--- config.mk ---
export PLATFORM = sky130hd
export DESIGN_NAME = hill_cipher_encryptor_top
export DESIGN_NICKNAME = d
export VERILOG_FILES = /design/src/hdl/hce_pkg.sv /design/src/hdl/hce_ram.sv /design/src/hdl/hce_mac.sv /design/src/hdl/hce_ofifo.sv /design/src/hdl/hill_cipher_encryptor_top.sv
export SDC_FILE = /design/constraint.sdc
export NUM_CORES = 1
export LEC_CHECK = 0
export BUFFER_PORTS_ARGS = -buffer_cell sky130_fd_sc_hd__clkbuf_2
export CORE_AREA = 2 2 344 261
export DETAILED_ROUTE_END_ITERATION = 10
export DIE_AREA = 0 0 346 263
export GPL_TIMING_DRIVEN = 1
export MAX_ROUTING_LAYER = met4
export PLACE_DENSITY_LB_ADDON = 0.12
export SYNTH_ARGS = -nofsm -noshare
export SYNTH_HDL_FRONTEND = slang
export SYNTH_HIERARCHICAL = 1
export SYNTH_SLANG_ARGS = --single-unit
--- constraint.sdc ---
create_clock -name clk -period 6.3 [get_ports clk]
set_input_delay 0.315 -clock clk [delete_from_list [all_inputs] [get_ports clk]]
set_output_delay 0.315 -clock clk [all_outputs]
set_load 0.02 [all_outputs]
--- src/hdl/hce_pkg.sv ---
// Shared types, constants and letter decoding for the Hill cipher encryptor.
// No dependencies; the other files that use it refer to it by scoped names.
`timescale 1ns / 1ps
`default_nettype none

package hce_pkg;

  localparam int LETTER_W = 5;

  localparam logic [LETTER_W-1:0] PAD_LETTER   = 5'd25;  // 'z'
  localparam logic [LETTER_W-1:0] SPACE_LETTER = 5'd13;  // 'n'
  localparam logic [6:0]          ASCII_LOWER_A = 7'd97;
  localparam logic [7:0]          ASCII_SPACE   = 8'h20;
  localparam int                  ALPHA_N       = 26;

  typedef struct packed {
    logic                ok;
    logic [LETTER_W-1:0] code;
  } letter_t;

  // Control that travels with each key/block read down the MAC pipeline.
  typedef struct packed {
    logic first;      // first term of a row sum
    logic last_term;  // last term of a row sum
    logic row_last;   // row is the last of the block
    logic msg_last;   // block closes the message
  } mac_ctl_t;

  typedef struct packed {
    logic [6:0] cipher_char;
    logic       block_end;
    logic       message_end;
  } out_item_t;

  function automatic letter_t letter_of(input logic [7:0] c);
    letter_t res;
    logic [7:0] diff;
    res  = '{ok: 1'b0, code: '0};
    diff = '0;
    if (c inside {[8'h61:8'h7a]}) begin
      diff = c - 8'h61;
      res  = '{ok: 1'b1, code: diff[LETTER_W-1:0]};
    end else if (c inside {[8'h41:8'h5a]}) begin
      diff = c - 8'h41;
      res  = '{ok: 1'b1, code: diff[LETTER_W-1:0]};
    end
    return res;
  endfunction

endpackage

`default_nettype wire

--- src/hdl/hce_ram.sv ---
// Generic single-write, single-read synchronous RAM with registered read data.
// No dependencies.
`timescale 1ns / 1ps
`default_nettype none

module hce_ram #(
  parameter int WIDTH = 8,
  parameter int DEPTH = 16
) (
  input  wire logic                     clk,
  input  wire logic                     we,
  input  wire logic [$clog2(DEPTH)-1:0] waddr,
  input  wire logic [WIDTH-1:0]         wdata,
  input  wire logic [$clog2(DEPTH)-1:0] raddr,
  output logic      [WIDTH-1:0]         rdata
);

  logic [WIDTH-1:0] mem [DEPTH];

  always_ff @(posedge clk) begin
    if (we) begin
      mem[waddr] <= wdata;
    end
    rdata <= mem[raddr];
  end

endmodule

`default_nettype wire

--- src/hdl/hce_mac.sv ---
// Multiply-accumulate pipeline: key entry times block letter, row sum, mod 26.
// Depends on hce_pkg; fed by the key and block RAM read ports.
`timescale 1ns / 1ps
`default_nettype none

module hce_mac #(
  parameter int MAX_ORDER = 8
) (
  input  wire logic                                clk,
  input  wire logic                                rst_n,
  input  wire logic                                issue,
  input  wire hce_pkg::mac_ctl_t                   issue_ctl,
  input  wire logic                                issue_kvld,
  input  wire logic [hce_pkg::LETTER_W-1:0]        key_rdata,
  input  wire logic [hce_pkg::LETTER_W-1:0]        buf_rdata,
  output logic                                     push,
  output hce_pkg::out_item_t                       push_item
);

  localparam int PROD_W  = 2 * hce_pkg::LETTER_W;
  localparam int SUM_W   = $clog2(MAX_ORDER * 625 + 1);
  localparam int SHIFT   = SUM_W + 5;
  localparam int RECIP   = (2 ** SHIFT + hce_pkg::ALPHA_N - 1) / hce_pkg::ALPHA_N;
  localparam int RECIP_W = SHIFT - 4;
  localparam int QPROD_W = SUM_W + RECIP_W;
  localparam int QUO_W   = SUM_W - 4;
  localparam int LETTER_W_L = hce_pkg::LETTER_W;

  // stage 1: aligned with RAM read data
  logic                  v1_r;
  hce_pkg::mac_ctl_t     ctl1_r;
  logic                  kv1_r;
  // stage 2: product
  logic                  v2_r;
  hce_pkg::mac_ctl_t     ctl2_r;
  logic [PROD_W-1:0]     prod2_r;
  // stage 3: row sum
  logic [SUM_W-1:0]      acc_r;
  logic [SUM_W-1:0]      acc_nxt;
  logic                  v3_r;
  hce_pkg::mac_ctl_t     ctl3_r;
  logic [SUM_W-1:0]      sum3_r;
  // stage 4: quotient by 26
  logic                  v4_r;
  hce_pkg::mac_ctl_t     ctl4_r;
  logic [SUM_W-1:0]      sum4_r;
  logic [QUO_W-1:0]      quo4_r;

  logic [LETTER_W_L-1:0] key_term;
  logic [QPROD_W-1:0]    qprod;
  logic [SUM_W-1:0]      quo_x26;
  logic [SUM_W-1:0]      rem_full;
  logic [6:0]            cipher;

  assign key_term = kv1_r ? key_rdata : '0;
  assign acc_nxt  = (ctl2_r.first ? '0 : acc_r) + SUM_W'(prod2_r);
  assign qprod    = QPROD_W'(sum3_r) * QPROD_W'(RECIP);
  assign quo_x26  = SUM_W'(SUM_W'(quo4_r) * SUM_W'(hce_pkg::ALPHA_N));
  assign rem_full = sum4_r - quo_x26;
  assign cipher   = hce_pkg::ASCII_LOWER_A + 7'(rem_full[hce_pkg::LETTER_W-1:0]);

  always_ff @(posedge clk) begin
    if (!rst_n) begin
      v1_r <= 1'b0;
      v2_r <= 1'b0;
      v3_r <= 1'b0;
      v4_r <= 1'b0;
    end else begin
      v1_r <= issue;
      v2_r <= v1_r;
      v3_r <= v2_r && ctl2_r.last_term;
      v4_r <= v3_r;
    end
  end

  always_ff @(posedge clk) begin
    ctl1_r  <= issue_ctl;
    kv1_r   <= issue_kvld;
    ctl2_r  <= ctl1_r;
    prod2_r <= PROD_W'(key_term * buf_rdata);
    if (v2_r) begin
      acc_r <= acc_nxt;
    end
    ctl3_r <= ctl2_r;
    sum3_r <= acc_nxt;
    ctl4_r <= ctl3_r;
    sum4_r <= sum3_r;
    quo4_r <= qprod[QPROD_W-1-(QPROD_W-SHIFT-QUO_W) -: QUO_W];
  end

  assign push = v4_r;
  assign push_item = '{cipher_char: cipher,
                       block_end:   ctl4_r.row_last,
                       message_end: ctl4_r.row_last && ctl4_r.msg_last};

endmodule

`default_nettype wire

--- src/hdl/hce_ofifo.sv ---
// Result queue between the MAC pipeline and the output channel.
// Depends on hce_pkg for the result item type.
`timescale 1ns / 1ps
`default_nettype none

module hce_ofifo #(
  parameter int DEPTH = 8
) (
  input  wire logic               clk,
  input  wire logic               rst_n,
  input  wire logic               push,
  input  wire hce_pkg::out_item_t push_item,
  input  wire logic               pop,
  output logic                    head_vld,
  output hce_pkg::out_item_t      head_item
);

  localparam int AW = $clog2(DEPTH);
  localparam int CW = $clog2(DEPTH + 1);

  hce_pkg::out_item_t mem_r [DEPTH];
  logic [AW-1:0] wr_ptr_r, wr_ptr_nxt;
  logic [AW-1:0] rd_ptr_r, rd_ptr_nxt;
  logic [CW-1:0] count_r,  count_nxt;

  always_comb begin
    wr_ptr_nxt = wr_ptr_r;
    rd_ptr_nxt = rd_ptr_r;
    count_nxt  = count_r;
    if (push) begin
      wr_ptr_nxt = (wr_ptr_r == AW'(DEPTH - 1)) ? '0 : wr_ptr_r + AW'(1);
    end
    if (pop) begin
      rd_ptr_nxt = (rd_ptr_r == AW'(DEPTH - 1)) ? '0 : rd_ptr_r + AW'(1);
    end
    if (push && !pop) begin
      count_nxt = count_r + CW'(1);
    end else if (pop && !push) begin
      count_nxt = count_r - CW'(1);
    end
  end

  always_ff @(posedge clk) begin
    if (!rst_n) begin
      wr_ptr_r <= '0;
      rd_ptr_r <= '0;
      count_r  <= '0;
    end else begin
      wr_ptr_r <= wr_ptr_nxt;
      rd_ptr_r <= rd_ptr_nxt;
      count_r  <= count_nxt;
    end
  end

  always_ff @(posedge clk) begin
    if (push) begin
      mem_r[wr_ptr_r] <= push_item;
    end
  end

  assign head_vld  = (count_r != '0);
  assign head_item = mem_r[rd_ptr_r];

endmodule

`default_nettype wire

--- src/hdl/hill_cipher_encryptor_top.sv ---
// Hill cipher encryptor: key character, message character, N*N reads per block.
// A key char runs a restoring pointer/N divide at pointer width, then a key write;
// a message char is written straight into the block buffer, and padding fills
// the rest of a short block with pad letters. A full block issues N*N key reads;
// each row of N reads yields one cipher letter, queued for the result channel.
// Reset clears control and key valid bits; block_order returns to 2.
`timescale 1ns / 1ps
`default_nettype none

module hill_cipher_encryptor_top #(
  parameter int MAX_ORDER = 8
) (
  input  wire logic        clk,
  input  wire logic        rst_n,
  // input channel
  input  wire logic        in_valid,
  output logic             in_ready,
  input  wire logic [1:0]  in_operation,
  input  wire logic [7:0]  in_char_in,
  input  wire logic        in_last_char,
  // result channel
  output logic             out_valid,
  input  wire logic        out_ready,
  output logic [6:0]       out_cipher_char,
  output logic             out_block_end,
  output logic             out_message_end,
  // configuration
  input  wire logic        psel,
  input  wire logic        penable,
  input  wire logic        pwrite,
  input  wire logic [2:0]  paddr,
  input  wire logic [31:0] pwdata,
  output logic [31:0]      prdata,
  output logic             pready
);

  localparam int OW     = $clog2(MAX_ORDER + 1);
  localparam int BAW    = $clog2(MAX_ORDER);
  localparam int KDEPTH = MAX_ORDER * MAX_ORDER;
  localparam int KAW    = $clog2(KDEPTH);
  localparam int PTR_W  = $clog2(KDEPTH + 1);
  localparam int DCW    = $clog2(PTR_W);

  localparam logic       REG_BLOCK_ORDER = 1'b0;
  localparam logic [3:0] ORDER_RESET     = 4'd2;

  typedef enum logic [1:0] {
    OP_CLEAR = 2'd0,
    OP_KEY   = 2'd1,
    OP_MSG   = 2'd2
  } op_t;

  typedef enum logic [2:0] {
    S_IDLE,
    S_KDIV,
    S_KWR,
    S_PAD,
    S_WAIT,
    S_EMIT
  } state_t;

  state_t                  state_r,    state_nxt;
  logic [3:0]              order_r,    order_nxt;
  logic [KDEPTH-1:0]       kvld_r,     kvld_nxt;
  logic [PTR_W-1:0]        kptr_r,     kptr_nxt;
  logic [OW-1:0]           bcnt_r,     bcnt_nxt;
  logic                    msg_last_r, msg_last_nxt;
  logic [OW:0]             pend_r,     pend_nxt;
  logic [BAW-1:0]          row_r,      row_nxt;
  logic [BAW-1:0]          col_r,      col_nxt;
  logic [OW-1:0]           drem_r,     drem_nxt;
  logic [PTR_W-1:0]        dquo_r,     dquo_nxt;
  logic [DCW-1:0]          dcnt_r,     dcnt_nxt;
  logic [hce_pkg::LETTER_W-1:0] kchar_r, kchar_nxt;

  logic [OW-1:0]           n_eff;
  logic [PTR_W-1:0]        n_sq;
  logic                    in_fire;
  logic                    out_fire;
  logic                    cfg_wr;
  hce_pkg::letter_t        klet;
  hce_pkg::letter_t        mlet;
  logic [OW-1:0]           cnt_eff;
  logic [OW-1:0]           cnt_inc;
  logic [OW:0]             trial;
  logic                    col_last;
  logic                    row_last;

  logic                    key_we;
  logic [KAW-1:0]          key_waddr;
  logic [KAW-1:0]          key_raddr;
  logic [hce_pkg::LETTER_W-1:0] key_rdata;
  logic                    buf_we;
  logic [BAW-1:0]          buf_waddr;
  logic [hce_pkg::LETTER_W-1:0] buf_wdata;
  logic [hce_pkg::LETTER_W-1:0] buf_rdata;

  logic                    issue;
  hce_pkg::mac_ctl_t       issue_ctl;
  logic                    mac_push;
  hce_pkg::out_item_t      mac_item;
  hce_pkg::out_item_t      head_item;

  // order 0 acts as 1, values above the maximum act as the maximum
  always_comb begin
    if (order_r == 4'd0) begin
      n_eff = OW'(1);
    end else if (32'(order_r) > MAX_ORDER) begin
      n_eff = OW'(MAX_ORDER);
    end else begin
      n_eff = OW'(order_r);
    end
  end

  assign n_sq     = PTR_W'(32'(n_eff) * 32'(n_eff));
  assign in_fire  = in_valid && in_ready;
  assign out_fire = out_valid && out_ready;
  assign cfg_wr   = psel && penable && pwrite && (paddr[2] == REG_BLOCK_ORDER);
  assign klet     = hce_pkg::letter_of(in_char_in);
  assign mlet     = (in_char_in == hce_pkg::ASCII_SPACE) ?
                    hce_pkg::letter_t'{ok: 1'b1, code: hce_pkg::SPACE_LETTER} : klet;
  assign cnt_eff  = (bcnt_r >= n_eff) ? '0 : bcnt_r;
  assign cnt_inc  = cnt_eff + OW'(1);
  assign trial    = {drem_r, dquo_r[PTR_W-1]};
  assign col_last = (OW'(col_r) + OW'(1) == n_eff);
  assign row_last = (OW'(row_r) + OW'(1) == n_eff);

  assign in_ready = (state_r == S_IDLE);
  assign pready   = 1'b1;
  assign prdata   = (paddr[2] == REG_BLOCK_ORDER) ? {28'd0, order_r} : '0;

  assign key_waddr = KAW'(32'(dquo_r) * MAX_ORDER + 32'(drem_r));
  assign key_raddr = KAW'(32'(row_r) * MAX_ORDER + 32'(col_r));
  assign issue     = (state_r == S_EMIT);
  assign issue_ctl = '{first:     (col_r == '0),
                       last_term: col_last,
                       row_last:  row_last,
                       msg_last:  msg_last_r};

  always_comb begin
    state_nxt    = state_r;
    order_nxt    = cfg_wr ? pwdata[3:0] : order_r;
    kvld_nxt     = kvld_r;
    kptr_nxt     = kptr_r;
    bcnt_nxt     = bcnt_r;
    msg_last_nxt = msg_last_r;
    pend_nxt     = pend_r - ((OW+1)'(out_fire));
    row_nxt      = row_r;
    col_nxt      = col_r;
    drem_nxt     = drem_r;
    dquo_nxt     = dquo_r;
    dcnt_nxt     = dcnt_r;
    kchar_nxt    = kchar_r;
    key_we       = 1'b0;
    buf_we       = 1'b0;
    buf_waddr    = cnt_eff[BAW-1:0];
    buf_wdata    = mlet.code;

    case (state_r)
      S_IDLE: begin
        if (in_fire) begin
          case (op_t'(in_operation))
            OP_CLEAR: begin
              kvld_nxt = '0;
              kptr_nxt = '0;
            end
            OP_KEY: begin
              if (klet.ok && (kptr_r < n_sq)) begin
                kchar_nxt = klet.code;
                drem_nxt  = '0;
                dquo_nxt  = kptr_r;
                dcnt_nxt  = DCW'(PTR_W - 1);
                state_nxt = S_KDIV;
              end
            end
            OP_MSG: begin
              bcnt_nxt = cnt_eff;
              if (mlet.ok) begin
                buf_we   = 1'b1;
                bcnt_nxt = cnt_inc;
                if (cnt_inc == n_eff) begin
                  msg_last_nxt = in_last_char;
                  state_nxt    = S_WAIT;
                end else if (in_last_char) begin
                  msg_last_nxt = 1'b1;
                  state_nxt    = S_PAD;
                end
              end else if (in_last_char && (cnt_eff != '0)) begin
                msg_last_nxt = 1'b1;
                state_nxt    = S_PAD;
              end
            end
            default: begin
              state_nxt = S_IDLE;
            end
          endcase
        end
      end

      // restoring divide of the key pointer by N, one quotient bit a cycle
      S_KDIV: begin
        if (trial >= {1'b0, n_eff}) begin
          drem_nxt = OW'(trial - {1'b0, n_eff});
          dquo_nxt = {dquo_r[PTR_W-2:0], 1'b1};
        end else begin
          drem_nxt = OW'(trial);
          dquo_nxt = {dquo_r[PTR_W-2:0], 1'b0};
        end
        dcnt_nxt = dcnt_r - DCW'(1);
        if (dcnt_r == '0) begin
          state_nxt = S_KWR;
        end
      end

      S_KWR: begin
        key_we              = 1'b1;
        kvld_nxt[key_waddr] = 1'b1;
        kptr_nxt            = kptr_r + PTR_W'(1);
        state_nxt           = S_IDLE;
      end

      S_PAD: begin
        if (bcnt_r == n_eff) begin
          state_nxt = S_WAIT;
        end else begin
          buf_we    = 1'b1;
          buf_waddr = bcnt_r[BAW-1:0];
          buf_wdata = hce_pkg::PAD_LETTER;
          bcnt_nxt  = bcnt_r + OW'(1);
        end
      end

      // hold until the queue has room for the whole block
      S_WAIT: begin
        if (pend_r + {1'b0, n_eff} <= (OW+1)'(MAX_ORDER)) begin
          pend_nxt  = pend_r + {1'b0, n_eff} - ((OW+1)'(out_fire));
          bcnt_nxt  = '0;
          row_nxt   = '0;
          col_nxt   = '0;
          state_nxt = S_EMIT;
        end
      end

      S_EMIT: begin
        if (col_last) begin
          col_nxt = '0;
          row_nxt = row_r + BAW'(1);
          if (row_last) begin
            state_nxt = S_IDLE;
          end
        end else begin
          col_nxt = col_r + BAW'(1);
        end
      end

      default: begin
        state_nxt = S_IDLE;
      end
    endcase
  end

  always_ff @(posedge clk) begin
    if (!rst_n) begin
      state_r    <= S_IDLE;
      order_r    <= ORDER_RESET;
      kvld_r     <= '0;
      kptr_r     <= '0;
      bcnt_r     <= '0;
      msg_last_r <= 1'b0;
      pend_r     <= '0;
      row_r      <= '0;
      col_r      <= '0;
      dcnt_r     <= '0;
    end else begin
      state_r    <= state_nxt;
      order_r    <= order_nxt;
      kvld_r     <= kvld_nxt;
      kptr_r     <= kptr_nxt;
      bcnt_r     <= bcnt_nxt;
      msg_last_r <= msg_last_nxt;
      pend_r     <= pend_nxt;
      row_r      <= row_nxt;
      col_r      <= col_nxt;
      dcnt_r     <= dcnt_nxt;
    end
  end

  always_ff @(posedge clk) begin
    drem_r  <= drem_nxt;
    dquo_r  <= dquo_nxt;
    kchar_r <= kchar_nxt;
  end

  hce_ram #(
    .WIDTH (hce_pkg::LETTER_W),
    .DEPTH (KDEPTH)
  ) u_key_ram (
    .clk   (clk),
    .we    (key_we),
    .waddr (key_waddr),
    .wdata (kchar_r),
    .raddr (key_raddr),
    .rdata (key_rdata)
  );

  hce_ram #(
    .WIDTH (hce_pkg::LETTER_W),
    .DEPTH (MAX_ORDER)
  ) u_blk_ram (
    .clk   (clk),
    .we    (buf_we),
    .waddr (buf_waddr),
    .wdata (buf_wdata),
    .raddr (col_r),
    .rdata (buf_rdata)
  );

  hce_mac #(
    .MAX_ORDER (MAX_ORDER)
  ) u_mac (
    .clk        (clk),
    .rst_n      (rst_n),
    .issue      (issue),
    .issue_ctl  (issue_ctl),
    .issue_kvld (kvld_r[key_raddr]),
    .key_rdata  (key_rdata),
    .buf_rdata  (buf_rdata),
    .push       (mac_push),
    .push_item  (mac_item)
  );

  hce_ofifo #(
    .DEPTH (MAX_ORDER)
  ) u_ofifo (
    .clk       (clk),
    .rst_n     (rst_n),
    .push      (mac_push),
    .push_item (mac_item),
    .pop       (out_fire),
    .head_vld  (out_valid),
    .head_item (head_item)
  );

  assign out_cipher_char = head_item.cipher_char;
  assign out_block_end   = head_item.block_end;
  assign out_message_end = head_item.message_end;

endmodule

`default_nettype wire

# Word-level counts from Yosys, hierarchy flattened
# Memory sizes are Yosys's and may differ from the RTL's. A register that Yosys moved wholly into a read port is not among the register bits.
# Index checks and enable logic that the tools add are counted.
# Widths: inputs -> output; s select.
word_totals:
  register_bits: 190
  latchBits: 0
  ramBits: 432
  mem_bits_ro: 0
  output_inout_bits: 44
  elab_cells: 234
  mem_count: 3
mem_list:
  columns: ["name", "depth", "word_bits", "read_ports", "rd_ports_with_merged_regs", "write_ports", "line_no", "text"]
  rows:
  - ["u_key_ram.mem", 64, 5, 1, 1, 1, "hce_ram.sv:18", "logic [WIDTH-1:0] mem [DEPTH];"]
  - ["u_ofifo.mem_r", 8, 9, 1, 1, 1, "hce_ofifo.sv:21", "hce_pkg::out_item_t mem_r [DEPTH];"]
  - ["u_blk_ram.mem", 8, 5, 1, 1, 1, "hce_ram.sv:18", null]
op_classes:
  addsub: 23
  n_mul: 4
  div: 0
  magnitude_cmp: 12
  eq_ne: 30
  shifts: 0
  muxes: 85
  bitwise_logic: 2
  reduce_logical: 37
ops:
  columns: ["cell", "n"]
  rows:
  - ["$mux 64", 2]
  - ["$pmux 64 s2", 1]
  - ["$mux 3", 23]
  - ["$or 64x64->64", 1]
  - ["$mux 4", 15]
  - ["$mux 7", 5]
  - ["$pmux 7 s2", 2]
  - ["$mul 13x14->27 const B", 1]
  - ["$mux 5", 5]
  - ["$mux 1", 18]
  - ["$mux 6", 3]
  - ["$pmux 3 s2", 3]
  - ["$eq 4x4->1", 4]
  - ["$ge 8x7->1 const B", 2]
  - ["$le 8x7->1 const B", 2]
  - ["$pmux 3 s5", 1]
  - ["$logic_and 1x1->1", 14]
  - ["$lt 6x7->1 const B", 2]
  - ["$ne 2x2->1 const B", 7]
  - ["$add 13x10->13", 1]
  - ["$mux 13", 1]
  - ["$add 3x1->3 const B", 4]
  - ["$add 4x1->4 const B", 3]
  - ["$eq 3x3->1 const B", 4]
  - ["other kinds (50)", 69]

# Longest topological paths before layout
# Gate-level depths: netlist of run 1.
depth:
  ltp_word: 12
  ltp_mapped: 18
  depth_no_buf: 18

# Cells and area by module
# Netlist of run 1, hierarchy kept.
modules_own_cells:
  columns: ["mod", "n_inst", "cells_per_inst", "area_each_um2", "seq_area_each_um2"]
  rows:
  - ["hce_ram at u_key_ram", 1, 610, 12768.5, 9709.3]
  - ["hill_cipher_encryptor_top", 1, 762, 6755.2, 2422.3]
  - ["hce_mac", 1, 565, 5699.2, 1371.3]
  - ["hce_ofifo", 1, 176, 3438.3, 2422.3]
  - ["hce_ram at u_blk_ram", 1, 75, 1694.1, 1301.2]

# Worst setup path before layout of run 1
# No wires, ideal clock.
synth_path:
  kind: "register -> register"
  startpoint: "reg u_mac.sum3_r[6]"
  endpoint: "reg u_mac.quo4_r[3]"
  setup_time_ps: 118
  t_arrival_ps: 4341
  setup_slack_ps: 1841
  stages_incl_launch_ff: 17
  path_buffers: 0
  synth_period_minus_slack_ps: 4459
  path_cell_list: "dfxtp_1 > fa_1 > fa_1 > inv_1 > fa_1 > inv_1 > fa_1 > inv_1 > fa_1 > inv_1 > ha_1 > a211oi_1 > nor2_1 > nor3_4 > a21boi_2 > a221o_1 > xnor2_1"
synth_via:
  elab_chain_len: 1
synth_lines:
  columns: ["item", "line_no", "text"]
  rows:
  - ["start, declared", "hce_mac.sv:42", "logic [SUM_W-1:0] sum3_r;"]
  - ["start signal, assigned", "hce_mac.sv:85", "sum3_r <= acc_nxt;"]
  - ["$mul 13x14->27", "hce_mac.sv:57", "assign qprod = QPROD_W'(sum3_r) * QPROD_W'(RECIP);"]
  - ["named net u_mac.qprod[21]", "hce_mac.sv:50", "logic [QPROD_W-1:0] qprod;"]
  - ["end signal, assigned", "hce_mac.sv:88", "quo4_r <= qprod[QPROD_W-1-(QPROD_W-SHIFT-QUO_W) -: QUO_W];"]
  - ["end, declared", "hce_mac.sv:47", "logic [QUO_W-1:0] quo4_r;"]
# The timed path passes the listed nets, and every way through them passes these cells.
# A chain may end at the register's enable or synchronous reset.

# Final worst setup path of run 1
layout_path:
  startpoint: "reg u_mac.sum3_r[4]"
  endpoint: "reg u_mac.quo4_r[1]"
# Same word-level chain as after synthesis.

==> results.yml, run 1 <==
yosys:
  netlist-cell-type-count: 99
  netlist_instances: 2188
  yosysWarnings: 6
  synth.cell_area_um2: 30360
  synth-seq-area-share_pct: 56.75
  yosys.area.top_type: "edfxtp_1"
  ys_seq_elements: 630
  synth.area.top_cells: "edfxtp_1 46%, dfxtp_1 11%, mux4_2 6.5%, ha_1 6.4%, fa_1 4.3%"
  ys_async_sr_fraction_pct: 0
  avgSynthCellArea_um2: 13.87
  synth.top_cell.area_share_pct: 45.60
  synth_edf_count: 461
  synth_ff_type: "edfxtp_1"
setup_path:
  cp_max_fo: 6
  r2r_cells: 16
  rrSetupSlack_ns: 1.47
  cp-start-kind: "flip-flop"
  critPathRequiredTime_ns: 6.76
  cpMaxStageDelayCell: "dfxtp_1"
  critical_path_class: "flip-flop to flip-flop"
  r2r-start: "u_mac/sum3_r[4]$_DFF_P_"
  path_cells: "fa_1 > fa_1 > inv_1 > fa_1 > inv_1 > fa_1 > inv_1 > fa_1 > inv_1 > ha_1 > nand4_1 > a211oi_1 > nand2_1 > a21boi_2 > mux2i_1 > o221ai_1"
  endpoint_kind: "flip-flop"
  arrival_ns: 5.29
  timing.rr.end: "u_mac/quo4_r[1]$_DFF_P_"
  worst_path_most_repeated_cell: "fa_1"
  cpPeakStageDelay_ns: 0.57
global_route:
  grt_pass1_wl_um: 104900
  antenna_found_initial: 1
  grt_overflow: 0
  grt_use_met1_pct: 21.03
  use_met3_pct: 2.438
  track_usage_pct: 15.35
  busiest_layer: "met2"
  grt_pass1_vias: 17480
  grt_max_degree: 71
  use_met2_pct: 23.73
timing:
  tightestPinTransition_ns: 1.247
  fin_tns_setup_ns: 0
  rsz0062_at_grt: "no"
  layout_setup_ws_ns: 1.469
  fin_skew_ns: 0.02796
  period_needed_ns: 4.831
  setup_violations: 0
  fmax_mhz: 207.0
  max_slew_margin_pct: 16.26
  slew_viol_final: 0
  fin_crit_sh_pct: 76.68
  hold_viol: 0
layout:
  nets: 2503
  drive_above_1_share_pct: 13.52
  area_delta_synth_final_pct: 11.03
  fillers: 8277
floorplanning:
  die_area_um2: 91000
  start_util_pct: 34.78
  die_w_um: 346
  boundaryPins: 97
  die_h_um: 263
  design.core.area_um2: 87270
  num_rows: 94
power:
  vdd_drop_max_mv: 0.1672
  leakage_nw: 12.23
  cellPowerDensity_nw_per_um2: 267.9
hold_path:
  hold_path.class: "input port to flip-flop"
  min_from: "in_char_in[0]"
  whs_path_depth: 2
  hold_end: "kchar_r[0]$_DFFE_PP_"
routing:
  first_iter_violations: 1038
  vias: 16990
  route.detailed.drc: 0
  first_pass_iters: 5
  via_per_inst: 4.951
  wl_per_cell_um: 19.67
  drtAntennaViolNets: 0
  drt_wl_total_um: 67490
cts:
  cts_hold_buffers: 5
  cts_root_buf: "clkbuf_16"
  clock_path_buffers: 3
  cts_tree: "built"
  cts_sinks: 630
  cts_resized: 0
  cts.htree.levels: 3
  clk_latency_ns: 0.62
  cts_setup_buffers: 0
  numCtsBuffers: 66
  clkTransAtPathRegs_ns: 0.06
status:
  run_status: "finished, final reports clean"
placed_design:
  place_congestion: 0.7818
  port_buffers: 37
  dp_hpwl_um: 44580
  pre_cts_ws_ns: 1.454
job:
  drv_cap: 0
==> sequential cells by signal (all words and copies together) (netlist names), 7 cells and up, named ones only <==
register       cells
u_key_ram/mem    320
u_mac/prod2_r     10
u_mac/acc_r       13
kvld_r            64
u_mac/sum3_r      13
u_blk_ram/mem     40
u_ofifo/mem_r     72
dquo_r             7
kptr_r             7
==> per-layer routing <==
layer | up-vias | wire (um)
met4 | 0 | 1420
met1 | 8576 | 31910
met3 | 96 | 2738
met5 | - | 0
li1 | 8032 | -
met2 | 282 | 31420
==> cells in the final DEF, fill, tap and decap left out, drive strengths merged, types with 9 or more instances in the layout <==
cell type	Yosys	layout
a211oi	17	17
a21o	11	11
a21oi	113	113
a31oi	13	13
and2	25	25
and3	19	19
buf	66	19
clkbuf	49	121
clkinv	0	21
conb	2	31
dfxtp	169	169
edfxtp	461	461
fa	65	65
ha	156	156
inv	196	201
mux2	27	27
mux2i	20	20
mux4	129	129
nand2	83	83
nand2b	24	24
nand3	34	34
nand4	11	11
nor2	221	221
nor2b	32	32
nor3	29	29
o21ai	36	36
o221ai	9	9
o22ai	14	14
xnor2	46	46
xor2	20	20
==> per-stage QoR <==
| step | power (mW) | instance area (um2) | std cells | util, % | hold WS (ns) |
|---|---|---|---|---|---|
| finish | 9.030 | 33700 | 3431 | 38.62 | 0.1203 |
| CTS | 9.178 | 33700 | 3430 | 38.62 | 0.06977 |
| global route | 9.416 | 33700 | 3430 | 38.62 | 0.1106 |
| global placement | 5.298 | 31540 | 3308 | 36.14 | 0.3130 |
| detailed placement | 5.311 | 31540 | 3308 | 36.14 | 0.3128 |
| floorplan | 5.148 | 30460 | 2217 | - | 0.3096 |
==> kinds of logic after synthesis <==
| family | Yosys count | share of synthesized area [%] |
|---|---|---|
| flip-flops | 630 | 56.75 |
| AND/OR/NAND/NOR | 524 | 8.372 |
| buffers and inverters | 313 | 4.868 |
| AO/OA/AOI/OAI | 256 | 5.540 |
| adder cells (fa/ha/maj) | 221 | 10.72 |
| multiplexers | 176 | 11.76 |
| XOR/XNOR | 66 | 1.966 |
| other | 2 | 0.02474 |
==> critical path, delay by kind of cell (launching register included) <==
family,cells,cell delay [ns]
flops,1,0.57
fa+ha+maj,6,2.81
mux,1,0.22
simple gates,2,0.24
buf+inv,4,0.20
compound gates,3,0.66
==> cell usage after synthesis (all sizes together), types with 6 or more instances <==
cell / n
nand3: 34
a21oi: 113
xnor2: 46
nand3b: 6
nor4: 8
clkbuf: 49
a22oi: 7
xor2: 20
fa: 65
nand2b: 24
nor3: 29
nand2: 83
ha: 156
inv: 196
o31ai: 6
a211oi: 17
o21ai: 36
or2: 6
mux2: 27
or3: 7
a21o: 11
and2: 25
nor2b: 32
dfxtp: 169
a31oi: 13
nor2: 221
buf: 66
and3: 19
o221ai: 9
mux2i: 20
nand4: 11
o22ai: 14
mux4: 129
edfxtp: 461
==> worst max-delay path by stage <==
| stage | startpoint | end | slack, ns | cells past startpoint |
|---|---|---|---|---|
| floorplan | u_mac/sum3_r[6]$_DFF_P_ | u_mac/quo4_r[3]$_DFF_P_ | 1.84 | 16 |
| CTS | u_mac/sum3_r[4]$_DFF_P_ | u_mac/quo4_r[1]$_DFF_P_ | 1.44 | 16 |
| finish | u_mac/sum3_r[4]$_DFF_P_ | u_mac/quo4_r[1]$_DFF_P_ | 1.47 | 16 |
| detailed placement | u_mac/sum3_r[4]$_DFF_P_ | u_mac/quo4_r[1]$_DFF_P_ | 1.45 | 16 |
| global placement | u_mac/sum3_r[4]$_DFF_P_ | u_mac/quo4_r[1]$_DFF_P_ | 1.47 | 16 |
| global route | u_mac/sum3_r[4]$_DFF_P_ | u_mac/quo4_r[1]$_DFF_P_ | 1.18 | 16 |
==> power breakdown <==
| part | internal [mW] | switching, mW | leakage [nW] | total (mW) |
|---|---|---|---|---|
| Sequential | 4.47 | 0.0821 | 5.51 | 4.55 |
| Clock | 2.18 | 1.63 | 1.02 | 3.81 |
| Combinational | 0.272 | 0.395 | 5.70 | 0.667 |
==> cell type report <==
type	count	area, um2	area share [%]
multi-input cells	1274	11780	34.96
clock inverters	33	331.6	0.9838
well taps	1152	1441	4.277
flip-flops and latches	630	17240	51.14
clock buffers	84	1779	5.279
inverters	196	740.7	2.198
diodes	1	2.502	0.007425
repair buffers	61	390.4	1.158
(Power assumes the default switching activity.)
==> run 2, diff against run 1 <==
- clock period: 6.3 -> 4.4 ns (I/O delays scaled with it)
==> results.yml, run 2 (synthesis results as in run 1) <==
status:
  run_status: "finished, final reports clean"
hold_path:
  hold_path.class: "input port to flip-flop"
layout:
  final_cell_mix: "461 x edfxtp_1, 219 x nor2_1, 191 x inv_1"
  largest_register: "u_key_ram/mem"
  drive_above_1_share_pct: 15.71
  area_delta_synth_final_pct: 12.24
  stdcell_count: 3463
  nets: 2532
  final_common_cell: "edfxtp_1"
  reg_top3: "u_key_ram/mem x320, u_ofifo/mem_r x72, kvld_r x64"
  largest_reg_flops: 320
placed_design:
  dp_hpwl_um: 45750
  placed_cells: 3334
  place_congestion: 0.8196
  pre_cts_ws_ns: -0.1412
  port_buffers: 37
timing:
  fmax_mhz: 229.6
  tightestPinTransition_ns: 1.250
  fin_crit_sh_pct: 99.00
  rsz0062_at_grt: "yes"
  layout_setup_ws_ns: 0.04379
  hold_viol: 0
  fin_skew_ns: 0.03680
  setup_violations: 0
  period_needed_ns: 4.356
  slew_viol_final: 0
  hold_slack_ns: 0.1094
  max_slew_margin_pct: 16.66
global_route:
  grt_overflow: 0
  grt_pass1_wl_um: 105800
  grt_max_degree: 71
  grt_pass1_vias: 17550
  antenna_found_initial: 2
  track_usage_pct: 15.47
routing:
  route.detailed.drc: 0
  drt_wl_total_um: 68050
  first_pass_iters: 5
  via_per_inst: 4.958
  vias: 17170
  wl_per_cell_um: 19.65
  first_iter_violations: 1050
  drtAntennaViolNets: 0
cts:
  clkTransAtPathRegs_ns: 0.07
  cts.htree.levels: 3
  cts_sinks: 630
  cts_root_buf: "clkbuf_16"
  clock_path_buffers: 3
  clk_latency_ns: 0.63
  numCtsBuffers: 67
  cts_tree: "built"
setup_path:
  endpoint_kind: "flip-flop"
  arrival_ns: 4.83
  cp_max_fo: 4
  cp-start-kind: "flip-flop"
  critical_path_class: "flip-flop to flip-flop"
  critPathRequiredTime_ns: 4.87
floorplanning:
  design.core.area_um2: 87270
  die_h_um: 263
  die_w_um: 346
  die_area_um2: 91000
  num_rows: 94
  start_util_pct: 34.78
  boundaryPins: 97
job:
  drv_cap: 0
power:
  leakage_nw: 12.42
  vdd_drop_max_mv: 0.2544
  cellPowerDensity_nw_per_um2: 385.2
-- run 2: area by class of cell --
cell class	count	area, um2
Antenna cell	1	2.502
Clock buffer	83	1780
Clock inverter	38	395.4
Fill cell	8206	53200
Inverter	196	740.7
Multi-Input combinational cell	1274	11850
Sequential cell	630	17240
Tap cell	1152	1441
Timing Repair Buffer	89	615.6
-- run 2: worst paths after layout --
check | slack (ns) | end | depth (start not counted) | from
worst min register to register | 0.32 | u_mac/ctl2_r[1]$_DFF_P_ | 0 | u_mac/ctl1_r[1]$_DFF_P_
worst max-delay path | 0.04 | u_mac/quo4_r[1]$_DFF_P_ | 16 | u_mac/sum3_r[6]$_DFF_P_
worst max register to register | 0.04 | u_mac/quo4_r[1]$_DFF_P_ | 16 | u_mac/sum3_r[6]$_DFF_P_
worst min-delay path | 0.11 | kchar_r[4]$_DFFE_PP_ | 3 | in_char_in[4]
-- run 2: per-layer routing --
layer / GRT usage, % / vias up / routed length, um
li1: - / 8091 / -
met1: 21.39 / 8710 / 32900
met2: 23.94 / 287 / 31600
met3: 2.296 / 82 / 2319
met4: 3.918 / 0 / 1224
met5: - / - / 0
-- run 2: through the flow --
step | area, um2 | util (%) | power (mW) | TNS, ns
global placement | 31740 | 36.38 | 7.593 | -0.3678
global route | 34070 | 39.04 | 13.67 | -0.1676
CTS | 34000 | 38.96 | 13.34 | 0
floorplan | 30470 | - | 7.372 | 0
finish | 34070 | 39.04 | 13.12 | 0
detailed placement | 31740 | 36.38 | 7.610 | -0.3081
-- run 2: power by group --
group / leakage [nW] / switching [mW] / internal, mW / total, mW
sequential: 5.51 / 0.115 / 6.40 / 6.51
clock: 1.08 / 2.38 / 3.27 / 5.65
combinational: 5.83 / 0.572 / 0.394 / 0.966
total: 12.4 / 3.07 / 10.1 / 13.1
-- run 2: critical path: stages (launching register included) --
cell and delay, ns:
dfxtp_2 0.32, fa_1 0.49, fa_1 0.51, inv_2 0.05
fa_1 0.47, inv_1 0.05, fa_1 0.49, inv_2 0.04
fa_1 0.52, inv_2 0.05, ha_4 0.26, nand4_1 0.14
a211oi_2 0.17, nand2_1 0.10, a21boi_2 0.24, mux2i_1 0.22
o221ai_1 0.12
-- run 2: what timing repair did --
action                     CTS  global route
setup endpoints to repair    4             4
gates cloned                 0             0
gates resized for setup      5            12
pin swaps                    8             6
setup buffers                0             1
hold buffers                 6             0
hold endpoints to repair     6             0
==> run 3, diff against run 2 <==
- CORE_AREA: 2 2 344 261 -> 2 2 270 205
- DIE_AREA: 0 0 346 263 -> 0 0 272 207
==> results.yml, run 3 (synthesis results as in run 1) <==
status:
  run_status: "finished, violations left"
  violations: "negative setup slack"
timing:
  fin_crit_sh_pct: 100.1
  tightestPinTransition_ns: 1.051
  slew_viol_final: 0
  fin_tns_setup_ns: -0.003598
  fin_skew_ns: 0.06519
  max_slew_margin_pct: 29.38
  period_needed_ns: 4.404
  rsz0062_at_grt: "yes"
  setup_violations: 1
  fmax_mhz: 227.1
  hold_viol: 0
  layout_setup_ws_ns: -0.003598
global_route:
  grt_max_degree: 65
  grt_overflow: 0
  grt_pass1_vias: 17290
  grt_pass1_wl_um: 98580
  antenna_found_initial: 0
  track_usage_pct: 23.17
layout:
  antennaDiodeCount: 0
  largest_register: "u_key_ram/mem"
  nets: 2522
  reg_top3: "u_key_ram/mem x320, u_ofifo/mem_r x72, kvld_r x64"
  final_common_cell: "edfxtp_1"
  final_cell_mix: "461 x edfxtp_1, 219 x nor2_1, 192 x inv_1"
  area_delta_synth_final_pct: 9.826
  largest_reg_flops: 320
  drive_above_1_share_pct: 14.92
  fillers: 4081
cts:
  clock_path_buffers: 3
  cts_root_buf: "clkbuf_16"
  cts_tree: "built"
  clkTransAtPathRegs_ns: 0.07
  cts_sinks: 630
  clk_latency_ns: 0.65
  numCtsBuffers: 59
  cts_setup_buffers: 0
  cts.htree.levels: 2
job:
  drv_cap: 0
power:
  leakage_nw: 12.32
  cellPowerDensity_nw_per_um2: 382.0
  vdd_drop_max_mv: 0.3852
routing:
  via_per_inst: 5.716
  wl_per_cell_um: 20.49
  first_iter_violations: 1518
  vias: 17270
  route.detailed.drc: 0
  first_pass_iters: 5
  drtAntennaViolNets: 0
  drt_wl_total_um: 61910
placed_design:
  port_buffers: 37
  dp_hpwl_um: 41380
  place_congestion: 0.8754
  pre_cts_ws_ns: -0.2540
setup_path:
  critPathRequiredTime_ns: 4.86
  endpoint_kind: "flip-flop"
  cp-start-kind: "flip-flop"
  arrival_ns: 4.86
  critical_path_class: "flip-flop to flip-flop"
  cp_max_fo: 4
floorplanning:
  die_h_um: 207
  die_w_um: 272
  num_rows: 74
  design.core.area_um2: 53790
  boundaryPins: 97
  start_util_pct: 56.43
  die_area_um2: 56300
hold_path:
  hold_path.class: "input port to flip-flop"
## run 3: cell types whose count changed in the layout (fill, tap and decap cells not counted), moves of 3 or more
cell and delta:
clkinv_2 -3, clkbuf_2 -3, inv_6 -3, clkbuf_16 -8, clkinvlp_4 +3, clkinv_4 +3, ha_1 +4, clkinv_1 +3
## run 3: critical path, cell delays in order, from the launching register on
cell	delay, ns
dfxtp_2	0.33
fa_1	0.50
fa_1	0.50
inv_1	0.05
fa_1	0.49
inv_2	0.04
fa_1	0.52
inv_1	0.05
fa_1	0.51
inv_2	0.05
ha_4	0.26
nand4_1	0.13
a211oi_2	0.18
nand2_1	0.12
a21boi_4	0.20
mux2i_1	0.21
o221ai_1	0.12
## run 3: per-layer routing
metal / vias to the layer above / routed length (um) / part of all wire (%) / track usage, %
met5: - / 0 / 0 / -
met2: 476 / 28250 / 46 / 34.54
met1: 8621 / 28830 / 47 / 33.73
met4: 0 / 1179 / 1.9 / 5.286
li1: 8086 / - / - / -
met3: 86 / 3638 / 5.9 / 3.849
## run 3: through the flow
stage / utilization, % / cell area [um2] / instances / power, mW / hold WS [ns]
floorplan: - / 30470 / 2217 / 7.372 / 0.3096
global placement: 58.01 / 31200 / 2903 / 7.568 / 0.3099
detailed placement: 58.01 / 31200 / 2903 / 7.597 / 0.3121
CTS: 61.94 / 33320 / 3021 / 12.86 / 0.01641
global route: 61.97 / 33340 / 3021 / 13.21 / 0.04588
finish: 61.97 / 33340 / 3021 / 12.73 / 0.04870
## run 3: area by class of cell
class / instances / area [um2] / area share [%]
clock buffers: 68 / 1530 / 4.590
clock inverters: 44 / 496.7 / 1.490
inverters: 196 / 740.7 / 2.222
multi-input cells: 1274 / 11830 / 35.48
flip-flops and latches: 630 / 17240 / 51.71
well taps: 722 / 903.4 / 2.710
repair buffers: 87 / 600.6 / 1.801
## run 3: worst paths after layout
path	start	endpoint	slack (ns)	cells past startpoint
min	in_char_in[4]	kchar_r[4]$_DFFE_PP_	0.05	3
max	u_mac/sum3_r[6]$_DFF_P_	u_mac/quo4_r[1]$_DFF_P_	-0.004	16
min reg2reg	u_mac/ctl3_r[0]$_DFF_P_	u_mac/ctl4_r[0]$_DFF_P_	0.32	0
max reg2reg	u_mac/sum3_r[6]$_DFF_P_	u_mac/quo4_r[1]$_DFF_P_	-0.004	16
## run 3: what timing repair did
action	4_1_cts	5_1_grt
hold buffers	6	0
pin swaps	6	3
hold endpoints to repair	6	0
resized for setup	6	3
endpoints found under the setup margin	4	4
## run 3: power by group
| group | internal (mW) | switching, mW |
|---|---|---|
| registers | 6.40 | 0.108 |
| clock network | 2.99 | 2.27 |
| logic | 0.395 | 0.577 |
